--- config.mk ---
export PLATFORM = sky130hd
export DESIGN_NAME = matrix_determinant_engine_top_flat
export DESIGN_NICKNAME = d
export VERILOG_FILES = /design/src/rtl/core/mde_pkg.sv /design/src/rtl/core/mde_channels.sv /design/src/rtl/core/matrix_determinant_engine_top.sv /design/src/rtl/core/mde_ram.sv /design/src/rtl/core/mde_dpath.sv /design/src/rtl/core/mde_ctrl.sv /design/src/flat_wrapper.sv
export SDC_FILE = /design/constraint.sdc
export NUM_CORES = 2
export LEC_CHECK = 0
export BUFFER_PORTS_ARGS = -buffer_cell sky130_fd_sc_hd__buf_2
export CORE_MARGIN = 1.5
export CORE_UTILIZATION = 40
export CTS_CLUSTER_SIZE = 28
export DETAILED_ROUTE_END_ITERATION = 6
export GPL_TIMING_DRIVEN = 0
export HOLD_SLACK_MARGIN = 0.02
export MAX_ROUTING_LAYER = met4
export PLACE_DENSITY = 0.64
export SYNTH_ARGS = -nofsm -noshare
export SYNTH_HDL_FRONTEND = slang
export SYNTH_HIERARCHICAL = 1
export SYNTH_SLANG_ARGS = --single-unit
export TNS_END_PERCENT = 10
--- constraint.sdc ---
create_clock -name clk -period 8.9 [get_ports clk]
set_input_delay 0.89 -clock clk [delete_from_list [all_inputs] [get_ports clk]]
set_output_delay 0.89 -clock clk [all_outputs]
set_load 0.05 [all_outputs]
--- src/rtl/core/mde_pkg.sv ---
// Shared widths, reset values and controller/datapath handshake types for the determinant engine.
package mde_pkg;

	// Field widths of the item and configuration channels.
	localparam int ELEM_W = 12;
	localparam int DET_W  = 64;
	localparam int SIZE_W = 3;

	// Matrix size after reset.
	localparam logic [SIZE_W-1:0] SIZE_RESET = 3'd4;

	// Commands from the controller to the datapath.
	typedef struct packed {
		logic acc_clr;   // start a new determinant: clear sum, seed the product stack
		logic mul_en;    // extend the partial product by the entry just read
		logic acc_en;    // add a finished permutation product into the sum
		logic acc_neg;   // subtract instead of add (odd permutation)
		logic out_load;  // move the sum into the output register
	} mde_cmd_t;

	// Status from the datapath back to the controller.
	typedef struct packed {
		logic out_full;  // output register still holds an item not yet taken
	} mde_stat_t;

endpackage

--- src/rtl/core/mde_channels.sv ---
// Valid/ready channel interfaces for matrix entries, determinants and the size register.

interface mde_elem_if;
	logic                              valid;
	logic                              ready;
	logic signed [mde_pkg::ELEM_W-1:0] element;

	modport source (output valid, output element, input ready);
	modport sink   (input valid, input element, output ready);
endinterface

interface mde_det_if;
	logic                             valid;
	logic                             ready;
	logic signed [mde_pkg::DET_W-1:0] det_value;

	modport source (output valid, output det_value, input ready);
	modport sink   (input valid, input det_value, output ready);
endinterface

interface mde_cfg_if;
	logic                       valid;
	logic                       ready;
	logic [mde_pkg::SIZE_W-1:0] matrix_size;

	modport source (output valid, output matrix_size, input ready);
	modport sink   (input valid, input matrix_size, output ready);
endinterface

--- src/rtl/core/matrix_determinant_engine_top.sv ---
// Top level of the matrix determinant engine.
//
// Entries of an n x n matrix (n from the size register, 0 read as 1 and values above
// MAX_SIZE read as MAX_SIZE) arrive row-major on elem, one item per cycle. After the last
// entry the engine computes the exact determinant by cofactor expansion along the first
// row, carried out as a depth-first walk over column choices with one shared multiplier
// and a stack of partial products, and presents it on det. The walk tests one column per
// cycle and passes through a separate multiply state for each multiplication. No entry is
// accepted during the walk or while a finished determinant still waits for the output
// register. The size register takes a write only while entries are loading; a write
// discards a partly loaded matrix and starts loading afresh.
module matrix_determinant_engine_top #(
	parameter int MAX_SIZE = 4
) (
	input logic        clk,
	input logic        arst_n,
	mde_elem_if.sink   elem,
	mde_det_if.source  det,
	mde_cfg_if.sink    cfg
);

	localparam int DEPTH = MAX_SIZE * MAX_SIZE;
	localparam int AW    = (DEPTH > 1) ? $clog2(DEPTH) : 1;
	localparam int CNT_W = $clog2(MAX_SIZE + 1);

	logic               wr_en;
	logic [AW-1:0]      wr_addr;
	logic [AW-1:0]      rd_addr;
	logic [CNT_W-1:0]   depth;
	mde_pkg::mde_cmd_t  cmd;
	mde_pkg::mde_stat_t stat;

	// Sequencer.
	mde_ctrl #(
		.MAX_SIZE (MAX_SIZE)
	) u_ctrl (
		.clk       (clk),
		.arst_n    (arst_n),
		.in_valid  (elem.valid),
		.in_ready  (elem.ready),
		.cfg_valid (cfg.valid),
		.cfg_ready (cfg.ready),
		.cfg_size  (cfg.matrix_size),
		.wr_en     (wr_en),
		.wr_addr   (wr_addr),
		.rd_addr   (rd_addr),
		.depth     (depth),
		.cmd       (cmd),
		.stat      (stat)
	);

	// Storage and arithmetic.
	mde_dpath #(
		.MAX_SIZE (MAX_SIZE)
	) u_dpath (
		.clk       (clk),
		.arst_n    (arst_n),
		.element   (elem.element),
		.wr_en     (wr_en),
		.wr_addr   (wr_addr),
		.rd_addr   (rd_addr),
		.depth     (depth),
		.cmd       (cmd),
		.stat      (stat),
		.out_valid (det.valid),
		.out_ready (det.ready),
		.det_value (det.det_value)
	);

endmodule

--- src/rtl/core/mde_ram.sv ---
// Generic single-write, single-read RAM with registered read data.
module mde_ram #(
	parameter int W     = 12,
	parameter int DEPTH = 16,
	localparam int AW   = (DEPTH > 1) ? $clog2(DEPTH) : 1
) (
	input  logic          clk,
	input  logic          wr_en,
	input  logic [AW-1:0] wr_addr,
	input  logic [W-1:0]  wr_data,
	input  logic [AW-1:0] rd_addr,
	output logic [W-1:0]  rd_data
);

	logic [W-1:0] mem_q [DEPTH];
	logic [W-1:0] rd_data_q;

	// Write port and registered read port.
	always_ff @(posedge clk) begin
		if (wr_en) begin
			mem_q[wr_addr] <= wr_data;
		end
		rd_data_q <= mem_q[rd_addr];
	end

	assign rd_data = rd_data_q;

endmodule

--- src/rtl/core/mde_dpath.sv ---
// Datapath: entry store, partial-product stack, multiplier, signed accumulator and output register.
module mde_dpath #(
	parameter int MAX_SIZE = 4,
	localparam int DEPTH   = MAX_SIZE * MAX_SIZE,
	localparam int AW      = (DEPTH > 1) ? $clog2(DEPTH) : 1,
	localparam int CNT_W   = $clog2(MAX_SIZE + 1)
) (
	input  logic                              clk,
	input  logic                              arst_n,
	input  logic signed [mde_pkg::ELEM_W-1:0] element,
	input  logic                              wr_en,
	input  logic [AW-1:0]                     wr_addr,
	input  logic [AW-1:0]                     rd_addr,
	input  logic [CNT_W-1:0]                  depth,
	input  mde_pkg::mde_cmd_t                 cmd,
	output mde_pkg::mde_stat_t                stat,
	output logic                              out_valid,
	input  logic                              out_ready,
	output logic signed [mde_pkg::DET_W-1:0]  det_value
);

	// A product of d entries needs at most d entry widths.
	localparam int PROD_W = mde_pkg::ELEM_W * MAX_SIZE;

	logic signed [mde_pkg::ELEM_W-1:0]        rd_data;
	logic signed [PROD_W-1:0]                 prod_q [MAX_SIZE+1];
	logic signed [PROD_W-1:0]                 prod_cur;
	logic signed [PROD_W+mde_pkg::ELEM_W-1:0] mul_full;
	logic signed [mde_pkg::DET_W-1:0]         term;
	logic signed [mde_pkg::DET_W-1:0]         acc_q;
	logic signed [mde_pkg::DET_W-1:0]         det_q;
	logic                                     out_valid_q;

	// Entry store, written row-major while loading and read by the search.
	mde_ram #(
		.W     (mde_pkg::ELEM_W),
		.DEPTH (DEPTH)
	) u_store (
		.clk     (clk),
		.wr_en   (wr_en),
		.wr_addr (wr_addr),
		.wr_data (element),
		.rd_addr (rd_addr),
		.rd_data (rd_data)
	);

	// Partial product at the current depth, its extension and its sign-extended sum term.
	assign prod_cur = prod_q[depth];
	assign mul_full = prod_cur * rd_data;
	assign term     = {{(mde_pkg::DET_W - PROD_W){prod_cur[PROD_W-1]}}, prod_cur};

	// Product stack and determinant sum.
	always_ff @(posedge clk) begin
		if (cmd.acc_clr) begin
			prod_q[0] <= PROD_W'(1);
			acc_q     <= '0;
		end
		if (cmd.mul_en) begin
			prod_q[depth + CNT_W'(1)] <= mul_full[PROD_W-1:0];
		end
		if (cmd.acc_en) begin
			acc_q <= cmd.acc_neg ? (acc_q - term) : (acc_q + term);
		end
		if (cmd.out_load) begin
			det_q <= acc_q;
		end
	end

	// Output register occupancy.
	always_ff @(posedge clk or negedge arst_n) begin
		if (!arst_n) begin
			out_valid_q <= 1'b0;
		end else if (cmd.out_load) begin
			out_valid_q <= 1'b1;
		end else if (out_ready) begin
			out_valid_q <= 1'b0;
		end
	end

	assign out_valid     = out_valid_q;
	assign det_value     = det_q;
	assign stat.out_full = out_valid_q;

endmodule

--- src/rtl/core/mde_ctrl.sv ---
// Controller: load counter, size register and the depth-first permutation search sequencer.
module mde_ctrl #(
	parameter int MAX_SIZE = 4,
	localparam int DEPTH   = MAX_SIZE * MAX_SIZE,
	localparam int AW      = (DEPTH > 1) ? $clog2(DEPTH) : 1,
	localparam int CNT_W   = $clog2(MAX_SIZE + 1)
) (
	input  logic                       clk,
	input  logic                       arst_n,
	input  logic                       in_valid,
	output logic                       in_ready,
	input  logic                       cfg_valid,
	output logic                       cfg_ready,
	input  logic [mde_pkg::SIZE_W-1:0] cfg_size,
	output logic                       wr_en,
	output logic [AW-1:0]              wr_addr,
	output logic [AW-1:0]              rd_addr,
	output logic [CNT_W-1:0]           depth,
	output mde_pkg::mde_cmd_t          cmd,
	input  mde_pkg::mde_stat_t         stat
);

	// Wide enough for n*n and for a row*n+col product.
	localparam int LC_W = 2 * CNT_W;

	typedef enum logic [3:0] {
		ST_LOAD   = 4'b0001,
		ST_SEARCH = 4'b0010,
		ST_MUL    = 4'b0100,
		ST_DONE   = 4'b1000
	} state_t;

	state_t                     state_q;
	logic [mde_pkg::SIZE_W-1:0] size_q;
	logic [LC_W-1:0]            load_cnt_q;
	logic [CNT_W-1:0]           depth_q;
	logic [CNT_W-1:0]           col_q  [MAX_SIZE+1];
	logic [MAX_SIZE-1:0]        mask_q [MAX_SIZE+1];
	logic                       par_q  [MAX_SIZE+1];

	logic [CNT_W-1:0]    n;
	logic [LC_W-1:0]     nn;
	logic [LC_W-1:0]     addr_w;
	logic [CNT_W-1:0]    col;
	logic [MAX_SIZE-1:0] mask;
	logic [MAX_SIZE-1:0] sel;
	logic                used;
	logic                sgn;
	logic                leaf;
	logic                exhausted;
	logic                in_acc;
	logic                last;

	// Effective size: zero counts as one, large values saturate.
	always_comb begin
		if (size_q == '0) begin
			n = CNT_W'(1);
		end else if (size_q > mde_pkg::SIZE_W'(MAX_SIZE)) begin
			n = CNT_W'(MAX_SIZE);
		end else begin
			n = CNT_W'(size_q);
		end
	end

	assign nn = {{CNT_W{1'b0}}, n} * {{CNT_W{1'b0}}, n};

	// Column under trial at the current depth and what the search knows about it.
	assign col       = col_q[depth_q];
	assign mask      = mask_q[depth_q];
	assign sel       = MAX_SIZE'(1) << col;
	assign used      = |(mask & sel);
	assign sgn       = ^(~mask & (sel - MAX_SIZE'(1)));
	assign leaf      = (depth_q == n);
	assign exhausted = (col >= n);

	// Store addresses: row-major load position and (row, column) of the trial.
	assign addr_w  = {{CNT_W{1'b0}}, depth_q} * {{CNT_W{1'b0}}, n} + {{CNT_W{1'b0}}, col};
	assign rd_addr = addr_w[AW-1:0];
	assign wr_addr = load_cnt_q[AW-1:0];
	assign depth   = depth_q;

	// The size register is written only while loading, and a size write takes
	// precedence over an entry in the same cycle.
	assign in_ready  = (state_q == ST_LOAD) && !cfg_valid;
	assign cfg_ready = (state_q == ST_LOAD);
	assign in_acc    = in_valid && in_ready;
	assign wr_en     = in_acc;
	assign last      = (load_cnt_q == nn - LC_W'(1));

	// Datapath commands.
	always_comb begin
		cmd = '0;
		case (state_q)
			ST_LOAD: begin
				cmd.acc_clr = in_acc && last;
			end
			ST_SEARCH: begin
				cmd.acc_en  = leaf;
				cmd.acc_neg = par_q[depth_q];
			end
			ST_MUL: begin
				cmd.mul_en = 1'b1;
			end
			ST_DONE: begin
				cmd.out_load = !stat.out_full;
			end
			default: begin
				cmd = '0;
			end
		endcase
	end

	// Sequencer: load entries, then walk every column choice row by row.
	always_ff @(posedge clk or negedge arst_n) begin
		if (!arst_n) begin
			state_q    <= ST_LOAD;
			size_q     <= mde_pkg::SIZE_RESET;
			load_cnt_q <= '0;
			depth_q    <= '0;
			for (int i = 0; i <= MAX_SIZE; i++) begin
				col_q[i]  <= '0;
				mask_q[i] <= '0;
				par_q[i]  <= 1'b0;
			end
		end else begin
			if (cfg_valid && cfg_ready) begin
				size_q     <= cfg_size;
				load_cnt_q <= '0;
			end
			case (state_q)
				ST_LOAD: begin
					if (in_acc) begin
						if (last) begin
							load_cnt_q <= '0;
							depth_q    <= '0;
							col_q[0]   <= '0;
							mask_q[0]  <= '0;
							par_q[0]   <= 1'b0;
							state_q    <= ST_SEARCH;
						end else begin
							load_cnt_q <= load_cnt_q + LC_W'(1);
						end
					end
				end
				ST_SEARCH: begin
					if (leaf || exhausted) begin
						// Back up one row, or finish when the first row is used up.
						if (depth_q == '0) begin
							state_q <= ST_DONE;
						end else begin
							depth_q                   <= depth_q - CNT_W'(1);
							col_q[depth_q - CNT_W'(1)] <= col_q[depth_q - CNT_W'(1)] + CNT_W'(1);
						end
					end else if (used) begin
						col_q[depth_q] <= col + CNT_W'(1);
					end else begin
						state_q <= ST_MUL;
					end
				end
				ST_MUL: begin
					// The entry read last cycle extends the product; descend one row.
					mask_q[depth_q + CNT_W'(1)] <= mask | sel;
					par_q[depth_q + CNT_W'(1)]  <= par_q[depth_q] ^ sgn;
					col_q[depth_q + CNT_W'(1)]  <= '0;
					depth_q                     <= depth_q + CNT_W'(1);
					state_q                     <= ST_SEARCH;
				end
				ST_DONE: begin
					if (!stat.out_full) begin
						state_q <= ST_LOAD;
					end
				end
				default: begin
					state_q <= ST_LOAD;
				end
			endcase
		end
	end

endmodule
--- src/flat_wrapper.sv ---
// flat-port wrapper written by rule: the top's interface ports become plain ports
module matrix_determinant_engine_top_flat 
#(
	parameter int MAX_SIZE = 4
)
  (clk, arst_n, elem_valid, elem_element, elem_ready, det_valid, det_det_value, det_ready, cfg_valid, cfg_matrix_size, cfg_ready);
  mde_elem_if elem_i ();
  mde_det_if det_i ();
  mde_cfg_if cfg_i ();
  input logic clk;
  input logic arst_n;
  input wire logic [$bits(elem_i.valid)-1:0] elem_valid;
  input wire logic [$bits(elem_i.element)-1:0] elem_element;
  output wire logic [$bits(elem_i.ready)-1:0] elem_ready;
  output wire logic [$bits(det_i.valid)-1:0] det_valid;
  output wire logic [$bits(det_i.det_value)-1:0] det_det_value;
  input wire logic [$bits(det_i.ready)-1:0] det_ready;
  input wire logic [$bits(cfg_i.valid)-1:0] cfg_valid;
  input wire logic [$bits(cfg_i.matrix_size)-1:0] cfg_matrix_size;
  output wire logic [$bits(cfg_i.ready)-1:0] cfg_ready;
  assign elem_i.valid = elem_valid;
  assign elem_i.element = elem_element;
  assign elem_ready = elem_i.ready;
  assign det_valid = det_i.valid;
  assign det_det_value = det_i.det_value;
  assign det_i.ready = det_ready;
  assign cfg_i.valid = cfg_valid;
  assign cfg_i.matrix_size = cfg_matrix_size;
  assign cfg_ready = cfg_i.ready;
  matrix_determinant_engine_top #(.MAX_SIZE(MAX_SIZE)) u_core (.clk(clk), .arst_n(arst_n), .elem(elem_i), .det(det_i), .cfg(cfg_i));
endmodule
Word-level counts from Yosys, hierarchy flattened
Memory sizes are Yosys's and may differ from the RTL's. A register that Yosys moved wholly into a read port is not among the register bits.
Index checks and enable logic that the tools add are counted.
{"block": "classes", "add_sub_neg": 10, "n_mul": 3, "div": 0, "n_lt_le_gt_ge": 8, "eq_ne": 15, "shifts": 1, "muxes": 73, "bitwise_logic": 10, "reduce_logical": 25}
{"operator": "64-bit 2-to-1 mux", "count": 3}
{"operator": "64-bit by 48-bit adder with 64-bit output", "count": 1}
{"operator": "64-bit by 48-bit subtractor with 64-bit output", "count": 1}
{"operator": "48-bit by 12-bit multiplier with 48-bit output", "count": 1}
{"operator": "48-bit 2-to-1 mux", "count": 1}
{"operator": "48-bit OR reduction", "count": 1}
{"operator": "15-bit 2-to-1 mux", "count": 3}
{"operator": "4-bit 2-to-1 mux", "count": 11}
{"operator": "3-bit 2-to-1 mux", "count": 14}
{"operator": "15-bit bitwise mux", "count": 2}
{"operator": "3-bit demux with 3-bit select", "count": 3}
{"operator": "6-bit 2-to-1 mux", "count": 4}
{"operator": "12-bit one-hot mux with 2 select lines", "count": 1}
{"operator": "20-bit bitwise mux", "count": 1}
{"operator": "3-bit binary-select mux with 3-bit select", "count": 2}
{"operator": "3-bit one-hot mux with 3 select lines", "count": 2}
{"operator": "1-bit 2-to-1 mux", "count": 17}
{"operator": "4-bit one-hot mux with 4 select lines", "count": 1}
{"operator": "15-bit bitwise AND", "count": 1}
{"operator": "15-bit NOT", "count": 1}
{"operator": "5-bit AND reduction", "count": 3}
{"operator": "4-bit binary-select mux with 3-bit select", "count": 1}
{"operator": "4-bit demux with 3-bit select", "count": 1}
{"operator": "4-bit greater-or-equal comparator (second input constant)", "count": 3}
{"operator": "other kinds (41)", "count": 66}
{"block": "word_totals", "reg_bits": 185, "latchBits": 0, "mem_bits_rw": 432, "rom_bits": 0, "inputBits": 20, "output_inout_bits": 67, "word_cells": 169, "memories": 2}
{"name": "u_core.u_dpath.prod_q", "words": 5, "width": 48, "read_ports": 1, "rd_ports_with_merged_regs": 0, "wr": 1, "line": "mde_dpath.sv:26", "text": "logic signed [PROD_W-1:0] prod_q [MAX_SIZE+1];"}
{"name": "u_core.u_dpath.u_store.mem_q", "words": 16, "width": 12, "read_ports": 1, "rd_ports_with_merged_regs": 1, "wr": 1, "line": "mde_ram.sv:15", "text": "logic [W-1:0] mem_q [DEPTH];"}

Longest topological paths before layout
{"block": "logic_depth", "word_depth": 11, "mapped_depth": 31}

By module
The synthesis kept the hierarchy.
{"mod": "mde_dpath", "instances": 1, "cells_per_inst": 3276, "area_each_um2": 33857.5}
{"mod": "mde_ram", "instances": 1, "cells_per_inst": 329, "area_each_um2": 7599.8}
{"mod": "mde_ctrl", "instances": 1, "cells_per_inst": 446, "area_each_um2": 4092.7}

Worst setup path before layout
OpenSTA, ideal clock, no wires.
{"block": "synth_timing", "kind": "register to register", "start": "register u_core.u_ctrl.depth_q[2], in the netlist u_core/u_ctrl/depth[2]", "end": "memory u_core/u_dpath/prod_q[1][47] (netlist name), data pin", "setup_ps": 265, "arrival_time_ps": 7588, "required_ps": 8635, "setup_slack_ps": 1047, "path_stages_with_launch": 28, "n_path_buf": 6, "cell_sequence": "dfrtp_1 -> clkbuf_1 -> buf_1 -> clkbuf_1 -> buf_2 -> buf_1 -> mux2_2 -> clkbuf_1 -> nand2_1 -> fa_1 -> fa_1 -> fa_1 -> inv_1 -> fa_1 -> inv_1 -> fa_1 -> inv_1 -> ha_1 -> o21a_1 -> o21ai_0 -> o21bai_1 -> a211oi_1 -> o21ai_0 -> a21bo_2 -> or4_1 -> a311o_1 -> xor2_1 -> inv_1"}
{"block": "synth_between", "elab_chain_len": 3}
{"element": "from (decl)", "line": "mde_ctrl.sv:36", "text": "logic [CNT_W-1:0] depth_q;"}
{"element": "from (signal assigned)", "line": "mde_ctrl.sv:151", "text": "depth_q <= depth_q - CNT_W'(1);"}
{"element": "from (signal assigned)", "line": "mde_ctrl.sv:165", "text": "depth_q <= depth_q + CNT_W'(1);"}
{"element": "memory 5 x 48 bit"}
{"element": "48-bit by 12-bit multiplier with 48-bit output", "line": "mde_dpath.sv:49", "text": "assign mul_full = prod_cur * rd_data;"}
{"element": "named net u_core.u_dpath.mul_full, one bit", "line": "mde_dpath.sv:28", "text": "logic signed [PROD_W+mde_pkg::ELEM_W-1:0] mul_full;"}
{"element": "48-bit 2-to-1 mux (no line)"}
{"element": "to (decl)", "line": "mde_dpath.sv:26"}
The timed path passes the listed nets, and every way through them passes these cells.

Worst setup path after layout
{"block": "layout_timing", "start": "register u_core.u_ctrl.depth_q[0], in the netlist u_core/u_ctrl/depth[0]", "end": "memory u_core/u_dpath/prod_q[3][47] (netlist name), data pin"}
Same word-level chain as after synthesis.

==> results.env <==
SYNTH_SEQ_CELLS=629
LAYOUT_COMMON_CELLS='564 x sky130_fd_sc_hd__inv_1, 560 x sky130_fd_sc_hd__edfxtp_1, 503 x sky130_fd_sc_hd__nand2_1, 404 x sky130_fd_sc_hd__fa_1, 254 x sky130_fd_sc_hd__nor2_1'
POST_SYNTH_EDFFS=560
FIN_SKEW_NS=0.0514
YS_TOP_CELLS_BY_AREA='sky130_fd_sc_hd__edfxtp_1 37%, sky130_fd_sc_hd__fa_1 18%, sky130_fd_sc_hd__ha_1 5.2%'
PATH_MAX_FANOUT=10
ROUTED-WL-MET3_UM=9030
YOSYSSEQAREASHARE_PCT=40.6
LAYOUT.FILLER_CELLS=10500
DETAIL_ROUTE.WIRELENGTH.MET1_UM=50600
SYNTHDOMINANTCELLAREASHARE_PCT=36.9
YOSYS_WARNINGS=6
LAYOUT-DRIVE-GT1-SHARE_PCT=11.0
GRT-OVFL-TOTAL=0
CTS-ROOT-TO-SINK-BUFFERS=3
SYNTH-ASYNC-RESET-RATIO_PCT=9.06
CHIPWIDTH_UM=340
STANDARD_CELL_ROWS=123
CRIT_TYPE='register to register'
WORST_SETUP_PATH_END_KIND='register'
VIAS_PER_CELL=5.30
OUTCOME='finished clean'
CRIT_PATH_FREQUENT_CELL='sky130_fd_sc_hd__fa_1'
CRIT_REQUIRED_NS=9.26
START_UTIL_PCT=40.4
CRITICAL_PATH_BUFFER_AND_INVERTER_COUNT=9
CLOCK_BUFFER_COUNT_FROM_CTS=68
WORST_SLEW_PIN_SLEW_NS=1.39
MEAN_CELL_AREA_OF_THE_MAPPED_NETLIST_UM2=11.2
CLKLATENCYLATEPIN_NS=0.66
POST_ROUTE_FRACTION_OF_THE_PERIOD_CONSUMED_BY_THE_CRITICAL_PATH_PCT=96.4
WORST_SLEW_MARGIN_REL_PCT=6.95
CTS-ROOT-BUF='sky130_fd_sc_hd__clkbuf_16'
SYNTH_CELL_TYPE_COUNT=106
DIE_HEIGHT_UM=340
HOLDCRITPATHCLASS='input port to async pin'
POST_DRT_WL_PER_CELL_UM=20.5
SYNTH_CELLS=4051
DIEAREA_MM2=0.116
CRIT_PATH_MAX_INCR_DELAY_NS=0.56
NUM_VIAS=30700
ANTENNA_VIOLATING_NETS_LEFT=0
TOPROUTINGLAYERUSED='met4'
TIMING.CRITICAL_PATH.ARRIVAL_NS=8.94
SYNTH_TOP_CELL_BY_AREA='sky130_fd_sc_hd__edfxtp_1'
DRT_FIRST_ITER_VIOLATIONS=2599
REPORT.FINAL.HOLD_VIOL_COUNT=0
PLACE.DETAILED.HPWL_UM=91100
TMIN_FINAL_NS=8.58
WL_MET2_UM=55900
MAXCLOCKFREQUENCY_MHz=117
SYN2LAYOUT_AREA_GROWTH_PCT=11.4
SLEW_VIOL_FINAL=0
PLACEABLECOREAREA_MM2=0.113
SYN_AREA_MM2=0.0455
WORST_SETUP_HOLD_PATH_CLK_SLEW_NS=0.06
CTS_NUM_SINKS=629
GRT_SETUP_UNREPAIRED='no'
DRT-PASS1-ITER-COUNT=5
CTS.HOLD.BUFFERS_ADDED=0
FINAL_UTIL_PCT=45.0
CLOCK_TREE_FROM_TRITONCTS='done'
PIN_COUNT_OF_THE_BIGGEST_NET_ENTERING_GLOBAL_ROUTING=58
TRACK_USAGE_PCT=21.5
POSTSYNTHNETCOUNT=4665
LAYOUT.CELLS.MOST_COMMON='sky130_fd_sc_hd__inv_1'
SYNTH_FF_TYPE='sky130_fd_sc_hd__edfxtp_1'
PLACE_CONGESTION=0.954
MAX_CAP_VIOLS=0
GRT_PASS1_WL_UM=186000
REMAINING_DRC_ERRORS=0
CRITICAL_PATH.TOP_DELAY_FAMILY='adder cells'
FIRST_GLOBAL_VIAS=31400
PORT-BUFFER-COUNT=86
CLOCK_TREE.HTREE_LEVEL_COUNT=3
TOTALWIRELENGTH_UM=119000
GRT_ANTENNA_BEFORE_REPAIR=1
CPMAXSTAGEDELAYCELL='sky130_fd_sc_hd__mux4_2'
NNETSFINAL=4847
BOUNDARYPINS=87
START_KIND='register'
SETUP_VIOL_COUNT_FINAL=0
[routing by layer]
metal  vias to the layer above  global-route usage [%]
li1                      14100                       -
met1                     15400                    28.3
met3                       196                    4.22
met5                         -                       -
met2                      1066                    33.9
met4                         0                    5.85
[layout make-up]
cell class,count,area [um^2],area share [%]
diodes,2,5.00,0.00987
plain buffers,200,983,1.94
clock buffers,87,1820,3.59
clock inverters,39,445,0.878
inverters,568,2130,4.20
multi-input cells,2646,24100,47.6
flip-flops and latches,629,18500,36.4
well taps,1500,1880,3.70
repair buffers,120,828,1.63
[flip-flops by register name, indices dropped and copies added (netlist names)]
register and cells:
u_core/u_ctrl/depth 3, u_core/u_dpath/out_valid 1, u_core/u_ctrl/col_q 15, u_core/u_dpath/u_store/mem_q 192, u_core/u_ctrl/size_q 3, u_core/u_dpath/u_store/rd_data 12, u_core/u_ctrl/load_cnt_q 6, u_core/u_dpath/det_value 64
u_core/u_ctrl/par_q 5, u_core/u_dpath/prod_q 240, u_core/u_ctrl/state_q 4, u_core/u_dpath/acc_q 64, u_core/u_ctrl/mask_q 20
[per-stage QoR]
step | instance area (um^2) | TNS (ns) | hold slack (ns) | cells | worst slack, ns
floorplan | 45500 | 0 | 0.426 | 4051 | 1.05
global placement | 47900 | -588.55 | 0.438 | 5637 | -3.91
detailed placement | 48300 | -225.73 | 0.447 | 5664 | -2.17
CTS | 50600 | 0 | 0.416 | 5786 | 0.0121
global route | 50700 | 0 | 0.336 | 5789 | 0.0260
finish | 50700 | 0 | 0.307 | 5791 | 0.322
[what timing repair did]
action | in CTS | in global routing
setup endpoints to repair | 183 | 43
pin swaps | 1 | 1
gates resized for setup | 41 | 13
buffers inserted | 0 | 6
[synth_stat cells (9+ instances only)]
cell	count
sky130_fd_sc_hd__a211oi_1	12
sky130_fd_sc_hd__a21o_1	67
sky130_fd_sc_hd__a21oi_1	181
sky130_fd_sc_hd__a22o_1	17
sky130_fd_sc_hd__a22oi_1	26
sky130_fd_sc_hd__a31oi_1	21
sky130_fd_sc_hd__and2_1	122
sky130_fd_sc_hd__and3_1	19
sky130_fd_sc_hd__buf_1	16
sky130_fd_sc_hd__buf_2	16
sky130_fd_sc_hd__buf_6	11
sky130_fd_sc_hd__clkbuf_1	153
sky130_fd_sc_hd__dfrtp_1	55
sky130_fd_sc_hd__dfxtp_1	12
sky130_fd_sc_hd__edfxtp_1	560
sky130_fd_sc_hd__fa_1	404
sky130_fd_sc_hd__ha_1	190
sky130_fd_sc_hd__inv_1	564
sky130_fd_sc_hd__mux2_2	45
sky130_fd_sc_hd__mux2i_1	32
sky130_fd_sc_hd__mux4_1	16
sky130_fd_sc_hd__mux4_2	74
sky130_fd_sc_hd__nand2_1	503
sky130_fd_sc_hd__nand2b_1	21
sky130_fd_sc_hd__nand3_1	31
sky130_fd_sc_hd__nand3b_1	9
sky130_fd_sc_hd__nand4_1	17
sky130_fd_sc_hd__nor2_1	254
sky130_fd_sc_hd__nor2b_1	23
sky130_fd_sc_hd__nor3_1	50
sky130_fd_sc_hd__nor4_1	11
sky130_fd_sc_hd__o211ai_1	17
sky130_fd_sc_hd__o21a_1	12
sky130_fd_sc_hd__o21ai_0	98
sky130_fd_sc_hd__o21bai_1	17
sky130_fd_sc_hd__o22ai_1	11
sky130_fd_sc_hd__o31ai_1	9
sky130_fd_sc_hd__or2_2	11
sky130_fd_sc_hd__or3_1	17
sky130_fd_sc_hd__xnor2_1	117
sky130_fd_sc_hd__xor2_1	53
[final timing paths]
kind                                         startpoint                           end  slack (ns)  cells past startpoint
worst min register to register  u_core/u_dpath/acc_q[5]   u_core/u_dpath/det_value[5]        0.46                      0
worst max register to register   u_core/u_ctrl/depth[0]  u_core/u_dpath/prod_q[3][47]        0.32                     27
worst min-delay path                             arst_n        u_core/u_ctrl/par_q[3]        0.31                      1
worst max-delay path             u_core/u_ctrl/depth[0]  u_core/u_dpath/prod_q[3][47]        0.32                     27
max in group asynchronous                        arst_n        u_core/u_ctrl/depth[2]        8.02                      1
min in group clk                u_core/u_dpath/acc_q[5]   u_core/u_dpath/det_value[5]        0.46                      0
[kinds of logic (layout without fill, tap and decap cells)]
| logic type | after synthesis | after routing | share of synthesized area [%] |
|---|---|---|---|
| compound gates | 574 | 574 | 8.28 |
| xor+xnor | 171 | 171 | 3.30 |
| fa+ha+maj | 594 | 594 | 23.0 |
| buf+inv | 776 | 1014 | 6.81 |
| flops | 629 | 629 | 40.6 |
| mux | 170 | 170 | 6.49 |
| other cells | 0 | 2 | 0 |
| simple gates | 1137 | 1137 | 11.6 |
Power is not shown: default switching activity piles up to over one toggle a cycle in this logic, so the estimate is an artifact.
